## config.mk

```make
export PLATFORM = sky130hd
export DESIGN_NAME = tile_mosaic_address_map_unit
export DESIGN_NICKNAME = d
export VERILOG_FILES = /design/src/rtl/tmam_pkg.sv /design/src/rtl/tmam_cfg.sv /design/src/rtl/tmam_div_cell.sv /design/src/rtl/tile_mosaic_address_map_unit.sv
export VERILOG_INCLUDE_DIRS = /design/src /design/src/rtl
export SDC_FILE = /design/constraint.sdc
export NUM_CORES = 2
export LEC_CHECK = 0
export BUFFER_PORTS_ARGS = -buffer_cell sky130_fd_sc_hd__buf_2
export CAP_MARGIN = 10
export CORE_UTILIZATION = 40
export CTS_CLUSTER_SIZE = 12
export DETAILED_ROUTE_END_ITERATION = 12
export SLEW_MARGIN = 20
export SYNTH_ARGS = -nofsm -noshare
export SYNTH_HDL_FRONTEND = slang
export SYNTH_SLANG_ARGS = --single-unit
```

## constraint.sdc

```tcl
create_clock -name aclk -period 13.88 [get_ports aclk]
set_input_delay 0.694 -clock aclk [delete_from_list [all_inputs] [get_ports aclk]]
set_output_delay 0.694 -clock aclk [all_outputs]
set_load 0.02 [all_outputs]
```

## src/rtl/tile_mosaic_address_map_unit_assert.svh

```systemverilog
// Assertion macros shared by the tile mosaic address map RTL.
// Depends on nothing; included by the files that check their own logic.
`ifndef TILE_MOSAIC_ADDRESS_MAP_UNIT_ASSERT_SVH
`define TILE_MOSAIC_ADDRESS_MAP_UNIT_ASSERT_SVH

// The expression holds at every clock edge outside reset.
`define TMAM_ASSERT_ALWAYS(label, clk, rstn, expr) \
    label: assert property (@(posedge clk) disable iff (!rstn) (expr)) \
        else $error("tmam check failed");

// When the first expression holds, the second holds in the next cycle.
`define TMAM_ASSERT_NEXT(label, clk, rstn, ante, cons) \
    label: assert property (@(posedge clk) disable iff (!rstn) (ante) |=> (cons)) \
        else $error("tmam check failed");

`endif

```

## src/rtl/tmam_pkg.sv

```systemverilog
// Shared widths, codes and payload types of the tile mosaic address map.
// Depends on nothing; used by every module of the block.
package tmam_pkg;

    localparam int CFG_W       = 13;
    localparam int POS_W       = 12;
    localparam int IDX_W       = 24;
    localparam int ST_W        = 2;
    localparam int CIDX_W      = 2;
    localparam int MAX_DIM_DEF = 4096;

    localparam logic [ST_W-1:0] ST_OK      = 2'd0;
    localparam logic [ST_W-1:0] ST_BAD_N   = 2'd1;
    localparam logic [ST_W-1:0] ST_OUTSIDE = 2'd2;

    localparam logic [CIDX_W-1:0] REG_WIDTH  = 2'd0;
    localparam logic [CIDX_W-1:0] REG_HEIGHT = 2'd1;
    localparam logic [CIDX_W-1:0] REG_TILE_N = 2'd2;

    typedef struct packed {
        logic [CFG_W-1:0] width;
        logic [CFG_W-1:0] height;
        logic [CFG_W-1:0] tile_n;
        logic [CFG_W-1:0] quot_w;
        logic [CFG_W-1:0] rem_w;
        logic [CFG_W-1:0] border_w;
        logic [CFG_W-1:0] quot_h;
        logic [CFG_W-1:0] rem_h;
        logic [CFG_W-1:0] border_h;
        logic             busy;
    } cfg_view_t;

    typedef struct packed {
        logic [CFG_W-1:0] rem;
        logic [POS_W-1:0] dvd;
        logic [POS_W-1:0] quo;
        logic [CFG_W-1:0] div;
        logic [POS_W-1:0] base;
    } axis_t;

    typedef struct packed {
        axis_t            row_ax;
        axis_t            col_ax;
        logic [ST_W-1:0]  status;
    } stage_t;

    function automatic axis_t make_axis(logic [POS_W-1:0] p, logic [CFG_W-1:0] q,
                                        logic [CFG_W-1:0] r, logic [CFG_W-1:0] border);
        axis_t            a;
        logic [CFG_W-1:0] rest;
        rest  = {1'b0, p} - border;
        a.rem = '0;
        a.quo = '0;
        if ({1'b0, p} < border) begin
            a.dvd  = p;
            a.div  = q + 13'd1;
            a.base = '0;
        end else begin
            a.dvd  = rest[POS_W-1:0];
            a.div  = q;
            a.base = r[POS_W-1:0];
        end
        return a;
    endfunction

endpackage

```

## src/rtl/tmam_cfg.sv

```systemverilog
// Configuration registers and the per-axis tile split (quotient, remainder, border).
// Depends on tmam_pkg; the split is a restoring divider run after each write.
module tmam_cfg (
    input  logic                         aclk,
    input  logic                         aresetn,
    input  logic                         cfg_valid,
    output logic                         cfg_ready,
    input  logic [tmam_pkg::CIDX_W-1:0]  cfg_index,
    input  logic [tmam_pkg::CFG_W-1:0]   cfg_data,
    output tmam_pkg::cfg_view_t          view
);
    import tmam_pkg::*;

    typedef enum logic [2:0] {
        CS_IDLE = 3'b001,
        CS_DIV  = 3'b010,
        CS_MUL  = 3'b100
    } cstate_t;

    cstate_t          state_reg, state_next;
    logic [3:0]       cnt_reg, cnt_next;
    logic [CFG_W-1:0] w_reg, w_next, h_reg, h_next, n_reg, n_next;
    logic [CFG_W-1:0] qw_reg, qw_next, rw_reg, rw_next, bw_reg, bw_next;
    logic [CFG_W-1:0] qh_reg, qh_next, rh_reg, rh_next, bh_reg, bh_next;
    logic [CFG_W-1:0] dw_reg, dw_next, dh_reg, dh_next;
    logic [CFG_W:0]   trial_w, trial_h, diff_w, diff_h;
    logic [2*CFG_W:0] prod_w, prod_h;

    assign cfg_ready = 1'b1;

    always_comb begin
        state_next = state_reg;
        cnt_next   = cnt_reg;
        w_next     = w_reg;
        h_next     = h_reg;
        n_next     = n_reg;
        qw_next    = qw_reg;
        rw_next    = rw_reg;
        bw_next    = bw_reg;
        qh_next    = qh_reg;
        rh_next    = rh_reg;
        bh_next    = bh_reg;
        dw_next    = dw_reg;
        dh_next    = dh_reg;
        trial_w    = {rw_reg, dw_reg[CFG_W-1]};
        trial_h    = {rh_reg, dh_reg[CFG_W-1]};
        diff_w     = trial_w - {1'b0, n_reg};
        diff_h     = trial_h - {1'b0, n_reg};
        prod_w     = {1'b0, rw_reg} * {qw_reg + 13'd1};
        prod_h     = {1'b0, rh_reg} * {qh_reg + 13'd1};
        if (cfg_valid) begin
            unique case (cfg_index)
                REG_WIDTH:  w_next = cfg_data;
                REG_HEIGHT: h_next = cfg_data;
                REG_TILE_N: n_next = cfg_data;
                default:    ;
            endcase
            state_next = CS_DIV;
            cnt_next   = '0;
            rw_next    = '0;
            rh_next    = '0;
            qw_next    = '0;
            qh_next    = '0;
            dw_next    = w_next;
            dh_next    = h_next;
        end else begin
            unique case (state_reg)
                CS_IDLE: ;
                CS_DIV: begin
                    if (trial_w >= {1'b0, n_reg}) begin
                        rw_next = diff_w[CFG_W-1:0];
                        qw_next = {qw_reg[CFG_W-2:0], 1'b1};
                    end else begin
                        rw_next = trial_w[CFG_W-1:0];
                        qw_next = {qw_reg[CFG_W-2:0], 1'b0};
                    end
                    if (trial_h >= {1'b0, n_reg}) begin
                        rh_next = diff_h[CFG_W-1:0];
                        qh_next = {qh_reg[CFG_W-2:0], 1'b1};
                    end else begin
                        rh_next = trial_h[CFG_W-1:0];
                        qh_next = {qh_reg[CFG_W-2:0], 1'b0};
                    end
                    dw_next  = {dw_reg[CFG_W-2:0], 1'b0};
                    dh_next  = {dh_reg[CFG_W-2:0], 1'b0};
                    cnt_next = cnt_reg + 4'd1;
                    if (cnt_reg == 4'(CFG_W - 1)) begin
                        state_next = CS_MUL;
                    end
                end
                CS_MUL: begin
                    bw_next    = prod_w[CFG_W-1:0];
                    bh_next    = prod_h[CFG_W-1:0];
                    state_next = CS_IDLE;
                end
                default: state_next = CS_IDLE;
            endcase
        end
    end

    always_ff @(posedge aclk) begin
        if (!aresetn) begin
            state_reg <= CS_IDLE;
            cnt_reg   <= '0;
            w_reg     <= 13'd1;
            h_reg     <= 13'd1;
            n_reg     <= 13'd1;
            qw_reg    <= 13'd1;
            rw_reg    <= '0;
            bw_reg    <= '0;
            qh_reg    <= 13'd1;
            rh_reg    <= '0;
            bh_reg    <= '0;
        end else begin
            state_reg <= state_next;
            cnt_reg   <= cnt_next;
            w_reg     <= w_next;
            h_reg     <= h_next;
            n_reg     <= n_next;
            qw_reg    <= qw_next;
            rw_reg    <= rw_next;
            bw_reg    <= bw_next;
            qh_reg    <= qh_next;
            rh_reg    <= rh_next;
            bh_reg    <= bh_next;
        end
    end

    always_ff @(posedge aclk) begin
        dw_reg <= dw_next;
        dh_reg <= dh_next;
    end

    assign view.width    = w_reg;
    assign view.height   = h_reg;
    assign view.tile_n   = n_reg;
    assign view.quot_w   = qw_reg;
    assign view.rem_w    = rw_reg;
    assign view.border_w = bw_reg;
    assign view.quot_h   = qh_reg;
    assign view.rem_h    = rh_reg;
    assign view.border_h = bh_reg;
    assign view.busy     = (state_reg != CS_IDLE);

endmodule

```

## src/rtl/tmam_div_cell.sv

```systemverilog
// One cell of the division chain: one quotient bit for the row and column axes.
// Depends on tmam_pkg; a cell passes its stage_t on when the next cell can take it.
module tmam_div_cell (
    input  logic             aclk,
    input  logic             aresetn,
    input  logic             in_valid,
    output logic             in_ready,
    input  tmam_pkg::stage_t in_data,
    output logic             out_valid,
    input  logic             out_ready,
    output tmam_pkg::stage_t out_data
);
    import tmam_pkg::*;

    logic   valid_reg;
    stage_t data_reg, data_next;

    function automatic axis_t div_step(axis_t a);
        axis_t          r;
        logic [CFG_W:0] trial;
        logic [CFG_W:0] diff;
        r     = a;
        trial = {a.rem, a.dvd[POS_W-1]};
        diff  = trial - {1'b0, a.div};
        if (trial >= {1'b0, a.div}) begin
            r.rem = diff[CFG_W-1:0];
            r.quo = {a.quo[POS_W-2:0], 1'b1};
        end else begin
            r.rem = trial[CFG_W-1:0];
            r.quo = {a.quo[POS_W-2:0], 1'b0};
        end
        r.dvd = {a.dvd[POS_W-2:0], 1'b0};
        return r;
    endfunction

    always_comb begin
        data_next        = in_data;
        data_next.row_ax = div_step(in_data.row_ax);
        data_next.col_ax = div_step(in_data.col_ax);
    end

    assign in_ready  = !valid_reg || out_ready;
    assign out_valid = valid_reg;
    assign out_data  = data_reg;

    always_ff @(posedge aclk) begin
        if (!aresetn) begin
            valid_reg <= 1'b0;
        end else if (in_ready) begin
            valid_reg <= in_valid;
        end
    end

    always_ff @(posedge aclk) begin
        if (in_ready && in_valid) begin
            data_reg <= data_next;
        end
    end

endmodule

```

## src/rtl/tile_mosaic_address_map_unit.sv

```systemverilog
// Top level of the tile mosaic address map: entry stage, division chain, products.
// Depends on tmam_pkg, tmam_cfg, tmam_div_cell and the assertion macro header.
//
//   channel | direction | handshake          | payload
//   s_      | in        | s_valid / s_ready  | s_out_row, s_out_col
//   m_      | out       | m_valid / m_ready  | src row/col/index, tile row/col, status
//   cfg_    | in        | cfg_valid / ready  | cfg_index, cfg_data
//
// One transfer per cycle is sustained while m_ready is high and no split runs.
// Stages: entry, twelve division cells (one quotient bit each), two multiply stages.
// Reset loads the split of the reset configuration directly. After every configuration
// write the divider in tmam_cfg splits width and height by the tile factor; s_ready
// is low meanwhile.
// Each stage holds its item while the next one is full, so a stall fills the bubbles.
`include "tile_mosaic_address_map_unit_assert.svh"

module tile_mosaic_address_map_unit #(
    parameter int MAX_DIM = tmam_pkg::MAX_DIM_DEF
) (
    input  logic                         aclk,
    input  logic                         aresetn,
    input  logic                         s_valid,
    output logic                         s_ready,
    input  logic [tmam_pkg::POS_W-1:0]   s_out_row,
    input  logic [tmam_pkg::POS_W-1:0]   s_out_col,
    output logic                         m_valid,
    input  logic                         m_ready,
    output logic [tmam_pkg::POS_W-1:0]   m_src_row,
    output logic [tmam_pkg::POS_W-1:0]   m_src_col,
    output logic [tmam_pkg::IDX_W-1:0]   m_src_index,
    output logic [tmam_pkg::POS_W-1:0]   m_tile_row,
    output logic [tmam_pkg::POS_W-1:0]   m_tile_col,
    output logic [tmam_pkg::ST_W-1:0]    m_status,
    input  logic                         cfg_valid,
    output logic                         cfg_ready,
    input  logic [tmam_pkg::CIDX_W-1:0]  cfg_index,
    input  logic [tmam_pkg::CFG_W-1:0]   cfg_data
);
    import tmam_pkg::*;

    cfg_view_t cfg;

    tmam_cfg u_cfg (
        .aclk      (aclk),
        .aresetn   (aresetn),
        .cfg_valid (cfg_valid),
        .cfg_ready (cfg_ready),
        .cfg_index (cfg_index),
        .cfg_data  (cfg_data),
        .view      (cfg)
    );

    logic            node_valid [POS_W+1];
    logic            node_ready [POS_W+1];
    stage_t          node_data  [POS_W+1];

    logic            pre_valid_reg;
    stage_t          pre_reg, pre_next;
    logic            pre_ready;
    logic            bad_n;
    logic [16:0]     max_dim;

    assign max_dim = 17'(MAX_DIM);
    assign bad_n   = (cfg.tile_n == '0) || (cfg.tile_n > cfg.width) ||
                     (cfg.tile_n > cfg.height) ||
                     ({4'b0, cfg.width} > max_dim) || ({4'b0, cfg.height} > max_dim);

    always_comb begin
        pre_next.row_ax = make_axis(s_out_row, cfg.quot_h, cfg.rem_h, cfg.border_h);
        pre_next.col_ax = make_axis(s_out_col, cfg.quot_w, cfg.rem_w, cfg.border_w);
        if (bad_n) begin
            pre_next.status = ST_BAD_N;
        end else if (({1'b0, s_out_row} >= cfg.height) || ({1'b0, s_out_col} >= cfg.width)) begin
            pre_next.status = ST_OUTSIDE;
        end else begin
            pre_next.status = ST_OK;
        end
    end

    assign pre_ready = !pre_valid_reg || node_ready[0];
    assign s_ready   = pre_ready && !cfg.busy;

    always_ff @(posedge aclk) begin
        if (!aresetn) begin
            pre_valid_reg <= 1'b0;
        end else if (pre_ready) begin
            pre_valid_reg <= s_valid && s_ready;
        end
    end

    always_ff @(posedge aclk) begin
        if (s_valid && s_ready) begin
            pre_reg <= pre_next;
        end
    end

    assign node_valid[0] = pre_valid_reg;
    assign node_data[0]  = pre_reg;

    for (genvar k = 0; k < POS_W; k++) begin : g_cell
        tmam_div_cell u_cell (
            .aclk      (aclk),
            .aresetn   (aresetn),
            .in_valid  (node_valid[k]),
            .in_ready  (node_ready[k]),
            .in_data   (node_data[k]),
            .out_valid (node_valid[k+1]),
            .out_ready (node_ready[k+1]),
            .out_data  (node_data[k+1])
        );
    end

    logic             mul_valid_reg, mul_ready, out_ready;
    logic [POS_W-1:0] srow_reg, scol_reg, trow_reg, tcol_reg;
    logic [ST_W-1:0]  mst_reg;
    logic [24:0]      prod_r, prod_c, prod_i;
    logic [24:0]      index_sum;
    stage_t           last;

    assign last      = node_data[POS_W];
    assign prod_r    = {13'b0, last.row_ax.rem[POS_W-1:0]} * {12'b0, cfg.tile_n};
    assign prod_c    = {13'b0, last.col_ax.rem[POS_W-1:0]} * {12'b0, cfg.tile_n};
    assign mul_ready = !mul_valid_reg || out_ready;
    assign node_ready[POS_W] = mul_ready;

    always_ff @(posedge aclk) begin
        if (!aresetn) begin
            mul_valid_reg <= 1'b0;
        end else if (mul_ready) begin
            mul_valid_reg <= node_valid[POS_W];
        end
    end

    always_ff @(posedge aclk) begin
        if (mul_ready && node_valid[POS_W]) begin
            srow_reg <= prod_r[POS_W-1:0];
            scol_reg <= prod_c[POS_W-1:0];
            trow_reg <= last.row_ax.base + last.row_ax.quo;
            tcol_reg <= last.col_ax.base + last.col_ax.quo;
            mst_reg  <= last.status;
        end
    end

    logic             m_valid_reg;
    logic [POS_W-1:0] m_src_row_reg, m_src_col_reg, m_tile_row_reg, m_tile_col_reg;
    logic [IDX_W-1:0] m_src_index_reg;
    logic [ST_W-1:0]  m_status_reg;
    logic             ok;

    assign prod_i    = {13'b0, srow_reg} * {12'b0, cfg.width};
    assign index_sum = prod_i + {13'b0, scol_reg};
    assign ok        = (mst_reg == ST_OK);
    assign out_ready = !m_valid_reg || m_ready;

    always_ff @(posedge aclk) begin
        if (!aresetn) begin
            m_valid_reg <= 1'b0;
        end else if (out_ready) begin
            m_valid_reg <= mul_valid_reg;
        end
    end

    always_ff @(posedge aclk) begin
        if (out_ready && mul_valid_reg) begin
            m_src_row_reg   <= ok ? srow_reg : '0;
            m_src_col_reg   <= ok ? scol_reg : '0;
            m_src_index_reg <= ok ? index_sum[IDX_W-1:0] : '0;
            m_tile_row_reg  <= ok ? trow_reg : '0;
            m_tile_col_reg  <= ok ? tcol_reg : '0;
            m_status_reg    <= mst_reg;
        end
    end

    assign m_valid     = m_valid_reg;
    assign m_src_row   = m_src_row_reg;
    assign m_src_col   = m_src_col_reg;
    assign m_src_index = m_src_index_reg;
    assign m_tile_row  = m_tile_row_reg;
    assign m_tile_col  = m_tile_col_reg;
    assign m_status    = m_status_reg;

    `TMAM_ASSERT_ALWAYS(a_busy_blocks_input, aclk, aresetn, !(cfg.busy && s_ready))
    `TMAM_ASSERT_NEXT(a_write_starts_split, aclk, aresetn, cfg_valid && cfg_ready, !s_ready)
    `TMAM_ASSERT_ALWAYS(a_error_fields_zero, aclk, aresetn,
        !(m_valid && (m_status != ST_OK)) || ((m_src_index == '0) && (m_tile_row == '0)))
    `TMAM_ASSERT_ALWAYS(a_status_code, aclk, aresetn, !m_valid || (m_status != 2'd3))

endmodule

```

## Word level (Yosys, flattened, before mapping)

Cells that the tools add are included.

- Magnitude comparators: 34
- Add/sub/neg operators: 34
- Eq/ne operators: 10
- Reduce and logical (&&, ||, !) cells: 61
- Muxes and demuxes: 70
- Multiply operators: 5
- Bitwise operators: 3

Operators with widths:

| operator | count |
|---|---|
| $mux W13 | 28 |
| $ge A14 B13 Y1 | 24 |
| $sub A13 B13 Y13 | 22 |
| $mux W25 | 2 |
| $mux W12 | 4 |
| $sub A12 B12 Y12 | 4 |
| $mux W1 | 32 |
| $add A13 B1 Y13 const B | 2 |
| $ge A1 B13 Y1 | 2 |
| $ge A12 B13 Y1 | 2 |
| $gt A13 B13 Y1 | 2 |
| $gt A13 B13 Y1 const B | 2 |
| $lt A12 B13 Y1 | 2 |
| $mul A12 B13 Y12 | 2 |
| $mul A13 B13 Y13 | 2 |
| $sub A1 B13 Y13 | 2 |
| $add A12 B12 Y12 | 2 |
| $add A24 B12 Y24 | 1 |
| $mul A12 B13 Y24 | 1 |
| $logic_or A1 B1 Y1 | 20 |
| $logic_and A1 B1 Y1 | 16 |
| $logic_not A1 Y1 | 16 |
| $logic_not A13 Y1 | 1 |
| $reduce_and A2 Y1 | 4 |
| other kinds (18) | 22 |

- Register bits: 1,561
- Logic and storage cells: 396
- Bits of input ports: 44

## Depth between registers and ports, before layout

- Depth in word-level cells: 18
- Depth in mapped cells: 24

## By module

Synthesis repeated with hierarchy kept, for this count alone.

- Cells, all modules: 8,020
- Area total of the unflattened synthesis: 98,239.2 sq um

By module, submodules not included:

| module | sequential area each (sq um) | area each (sq um) | cells each | instances |
|---|---|---|---|---|
| tmam_div_cell at g_cell[4].u_cell ... | 3,743.6 | 5,490.3 | 395 | 6 |
| tmam_div_cell at g_cell[0].u_cell ... | 3,743.6 | 5,403.9 | 350 | 6 |
| tile_mosaic_address_map_unit | 6,065.8 | 20,418.3 | 2,048 | 1 |
| tmam_cfg | 3,263.1 | 12,455.7 | 1,502 | 1 |

## Worst setup path after synthesis

No wires, ideal clock.

- Kind: input -> register
- From: input port m_ready
- To: register g_cell[0].u_cell.data_reg, in the netlist g_cell[0].u_cell.out_data[0] (enable)
- Setup time: 0.718 ns
- Arrival time: 9.451 ns
- Slack: 3.711 ns
- Stages on the path: 9
- Required time: 13.162 ns
- Path buffers: 1
- Cell sequence: nor2b_1 -> and3_1 -> and2_1 -> and3_1 -> and2_1 -> clkbuf_1 -> and3_1 -> and2_0 -> a21boi_0

- Longest elaborated chain between the ends: 15

RTL lines:

| element | RTL line | text |
|---|---|---|
| start, declared | tile_mosaic_address_map_unit.sv:27 | `input logic m_ready,` |
| $logic_or A1 B1 Y1 | tile_mosaic_address_map_unit.sv:153 | `assign out_ready = !m_valid_reg \|\| m_ready;` |
| $logic_or A1 B1 Y1 | tile_mosaic_address_map_unit.sv:123 | `assign mul_ready = !mul_valid_reg \|\| out_ready;` |
| $logic_or A1 B1 Y1 (12 in series) | tmam_div_cell.sv:42 | `assign in_ready = !valid_reg \|\| out_ready;` |
| $logic_and A1 B1 Y1 | tmam_div_cell.sv:55 | `if (in_ready && in_valid) begin` |
| end signal, assigned | tmam_div_cell.sv:56 | `data_reg <= data_next;` |
| end, declared | tmam_div_cell.sv:16 | `stage_t data_reg, data_next;` |

Every way passes these cells.
A chain may end at the register's enable or synchronous reset.

## Worst setup path after layout

- From: register u_cfg.qh_reg[0]
- To: register u_cfg.bh_reg[12]

- Longest elaborated chain between the ends: 2

RTL lines:

| element | RTL line | text |
|---|---|---|
| start, declared | tmam_cfg.sv:24 | `logic [CFG_W-1:0] qh_reg, qh_next, rh_reg, rh_next, bh_reg, bh_next;` |
| start signal, assigned | tmam_cfg.sv:123 | `qh_reg <= qh_next;` |
| $add A13 B1 Y13 | tmam_cfg.sv:50 | `prod_h = {1'b0, rh_reg} * {qh_reg + 13'd1};` |
| $mul A13 B13 Y13 | tmam_cfg.sv:50 |  |
| end signal, assigned | tmam_cfg.sv:125 | `bh_reg <= bh_next;` |
| end, declared | tmam_cfg.sv:24 |  |

Every way passes these cells.

==> results by group <==
Worst hold path
  • Worst Hold End: u_cfg.qw_reg[0]
  • Hold Crit Start: aresetn
  • Worst hold path class: input port to register
  • Worst Hold Path Cells: 2

STA
  • Max Freq: 151 MHz
  • Period minus WS final: 6.63 ns
  • Slew @ Worst Pin: about 1.1 ns
  • Final period util: about 48%
  • Slew headroom: ~27%
  • RSZ-0062 raised after global routing: false
  • Setup_tns: 0 ns
  • Hold_ws: between 0.15 and 0.2 ns
  • Clk_skew: around 0.055 ns
  • Slew Viols, Final: 0
  • Hold Fails Final Rpt: 0
  • Finish-stage setup viols: 0

Routing
  • Pre-antenna DRT Iters: 9
  • Via density per instance: roughly 5
  • Drt drc: 40
  • Vias: 51525
  • Wire per inst: 17.5 um
  • Initial DRC count: 3047
  • Antenna violation net count after detailed routing: 0
  • Final wirelength: roughly 180 mm

Synthesis
  • Post-synth cell types: 83
  • Number of flops mapped to enable cells by yosys: 1422
  • Mapped Nets: 8162
  • Synth warn: 0
  • Mean Syn Cell Area: 11.9 um^2
  • Synth async-reset ratio: 0%
  • Register area share after synthesis: 53.2%
  • Syn Inst Count: roughly 7200
  • Commonest register cell after synthesis: edfxtp_1
  • Mapped cell area: 85500 um^2
  • #FFs+latches synth: approximately 1600

Critical path
  • Crit path max fanout: 19
  • Worst path most repeated cell: fa_1
  • CP Data Required Time: 14.56 ns
  • R2R cell count: 20
  • RR Startpoint: u_cfg.qh_reg[0]
  • Worst flop-to-flop path endpoint: u_cfg.bh_reg[12]
  • Slowest cell on the critical path: dfxtp_1
  • Largest stage delay on the critical path: 0.78 ns
  • Critical path class: register to register
  • FF-to-FF setup slack: 7.25 ns
  • Worst Path Arrival: 7.31 ns
  • CP startpoint kind: register
  • Crit. Startpoint: u_cfg.qh_reg[0]
  • Crit end category: register
  • CP Cell Sequence: ha_1 > nand3_2 > xnor2_1 > and2_1 > fa_1 > inv_1 > fa_1 > inv_1 > fa_1 > fa_1 > inv_1 > fa_1 > xnor2_1 > xnor2_1 > xnor2_1 > xnor3_2 > xnor3_1 > xnor3_1 > nand2_1 > a21boi_1

Layout
  • Area added between synthesis and finish: 10.7%
  • Final layout net count: 8318
  • Commonest non-fill, non-tap cells in the layout: edfxtp_1, inv_1, nand2_1, ha_1, a21oi_1
  • Layout cells sized above 1: 8.82%
  • Multi-input logic area: 35900 um^2
  • Commonest non-fill, non-tap cell in the layout: edfxtp_1
  • Reg area: 45500 um^2
  • Fill count: approximately 19000
  • Largest register FFs: 1196

Placement
  • Final GP Congestion: 0.876
  • IO Port Bufs: 119
  • DP HPWL: 135 mm

GRT
  • Gr usage total: between 15 and 20%
  • Largest net degree at the start of global routing: 86
  • GR Overflow Total: 0
  • First-pass GRT wire length: 285 mm
  • Initial antenna violation count: 8
  • Vias in the first global route: 52008

CTS
  • # resized after CTS: 0
  • CTS tree: done
  • Num CTS Buffers: roughly 170
  • Clock-pin slew on the worst setup and hold paths: 0.06 ns
  • H-tree depth: 4
  • CTS Sinks: 1561
  • Clock Tree Root: clkbuf_16
  • Post-CTS setup buffer count: 0
  • Cts hold-fix bufs: 0
  • Clk_lat worst skew: around 0.82 ns
  • Clock Path Buffers: 3

Flow run
  • Max-cap violations: 0

Power and ir drop
  • Power Density: about 110 nW/um^2
  • Maximum vdd drop: roughly 0.16 mV
  • P_leak: 37.2 nW

Floorplanning
  • Area of the core: approximately 210000 um^2
  • Cell Rows: 169
  • Die height: 464 um
  • Die ar.: 216000 um^2
  • Initial Util: 40.3%
  • I/O pin count: about 120
  • Die X: roughly 460 um

Run status
  • Failing checks: design-rule violations
  • Status: finished, violations left
-- layout make-up --
| type | count | area share, % |
|---|---|---|
| Multi-Input combinational cell | 4494 | 38.0 |
| Clock inverter | 67 | 0.747 |
| Clock buffer | 220 | 4.68 |
| Sequential cell | 1561 | 48.0 |
| Inverter | 944 | 3.74 |
| Timing Repair Buffer | 175 | 1.09 |
| Tap cell | 2821 | 3.73 |
| Antenna cell | 2 | 0.00529 |
-- routing by layer --
metal	vias to the layer above	global-route usage (%)	part of all wire [%]	wire [um]
li1	25081	-	-	-
met1	25240	21.9	45	81300
met2	944	28.5	48	86600
met3	260	2.48	4.2	7620
met4	0	4.94	2.7	4850
met5	-	0	0	0
-- worst max-delay path: cells and delay by family, from the launching register on --
kind                       cells  cell delay [ns]
AOI/OAI and AO/OA              1             0.06
xor gates and xnor gates       7             2.33
and+or+nand+nor                3             0.47
DFF                            1             0.78
buffers and inverters          3             0.23
adders and majority gates      6             2.62
-- cell families after synthesis --
logic type                 after synthesis  share of synthesized area, %
AOI/OAI and AO/OA                     1057                          7.67
muxes                                  220                          2.84
xor gates and xnor gates               393                          4.13
adders and majority gates              932                          16.5
other                                    1                       0.00438
buffers and inverters                 1131                          5.03
and+or+nand+nor                       1891                          10.7
DFF                                   1561                          53.2
-- how the worst max path moves through the flow --
stage / to / cells after the start
floorplan: g_cell[0].u_cell.out_data[0] / 9
global placement: u_cfg.bh_reg[12] / 20
detailed placement: u_cfg.bh_reg[12] / 20
CTS: u_cfg.bh_reg[12] / 20
global route: u_cfg.bh_reg[12] / 20
finish: u_cfg.bh_reg[12] / 20
-- metrics by stage --
step | utilization [%] | cells | instance area, um^2 | setup WS (ns) | power [mW]
after floorplan | - | 7186 | 85500 | 3.71 | 5.73
after global placement | 42.2 | 9994 | 89500 | 7.34 | 5.91
after detailed placement | 42.2 | 9994 | 89500 | 7.19 | 5.92
after CTS | 44.6 | 10281 | 94600 | 7.15 | 10.1
after global routing | 44.6 | 10282 | 94700 | 6.84 | 10.4
final | 44.6 | 10284 | 94700 | 7.25 | 9.97
-- cell usage after synthesis, drive strengths merged, types with 65 or more instances --
cell type,n,area (um^2)
a21boi,100,751
a21oi,400,2050
fa,322,6450
o21a,72,541
xnor2,273,2410
a21o,65,488
nor2,355,1340
nand3,84,435
nor2b,138,863
mux2,180,2030
clkbuf,149,559
ha,610,7630
dfxtp,139,2780
and2,282,1760
xor2,115,1010
o21ai,213,1070
edfxtp,1422,42700
nand2,692,2600
inv,944,3540
-- power breakdown --
group	internal (mW)	switching, mW	leakage, nW
clock	2.32	1.83	2.46
sequential	5.15	0.0416	14.0
combinational	0.248	0.385	20.7
No activity file was read; power rests on OpenSTA's default activity.
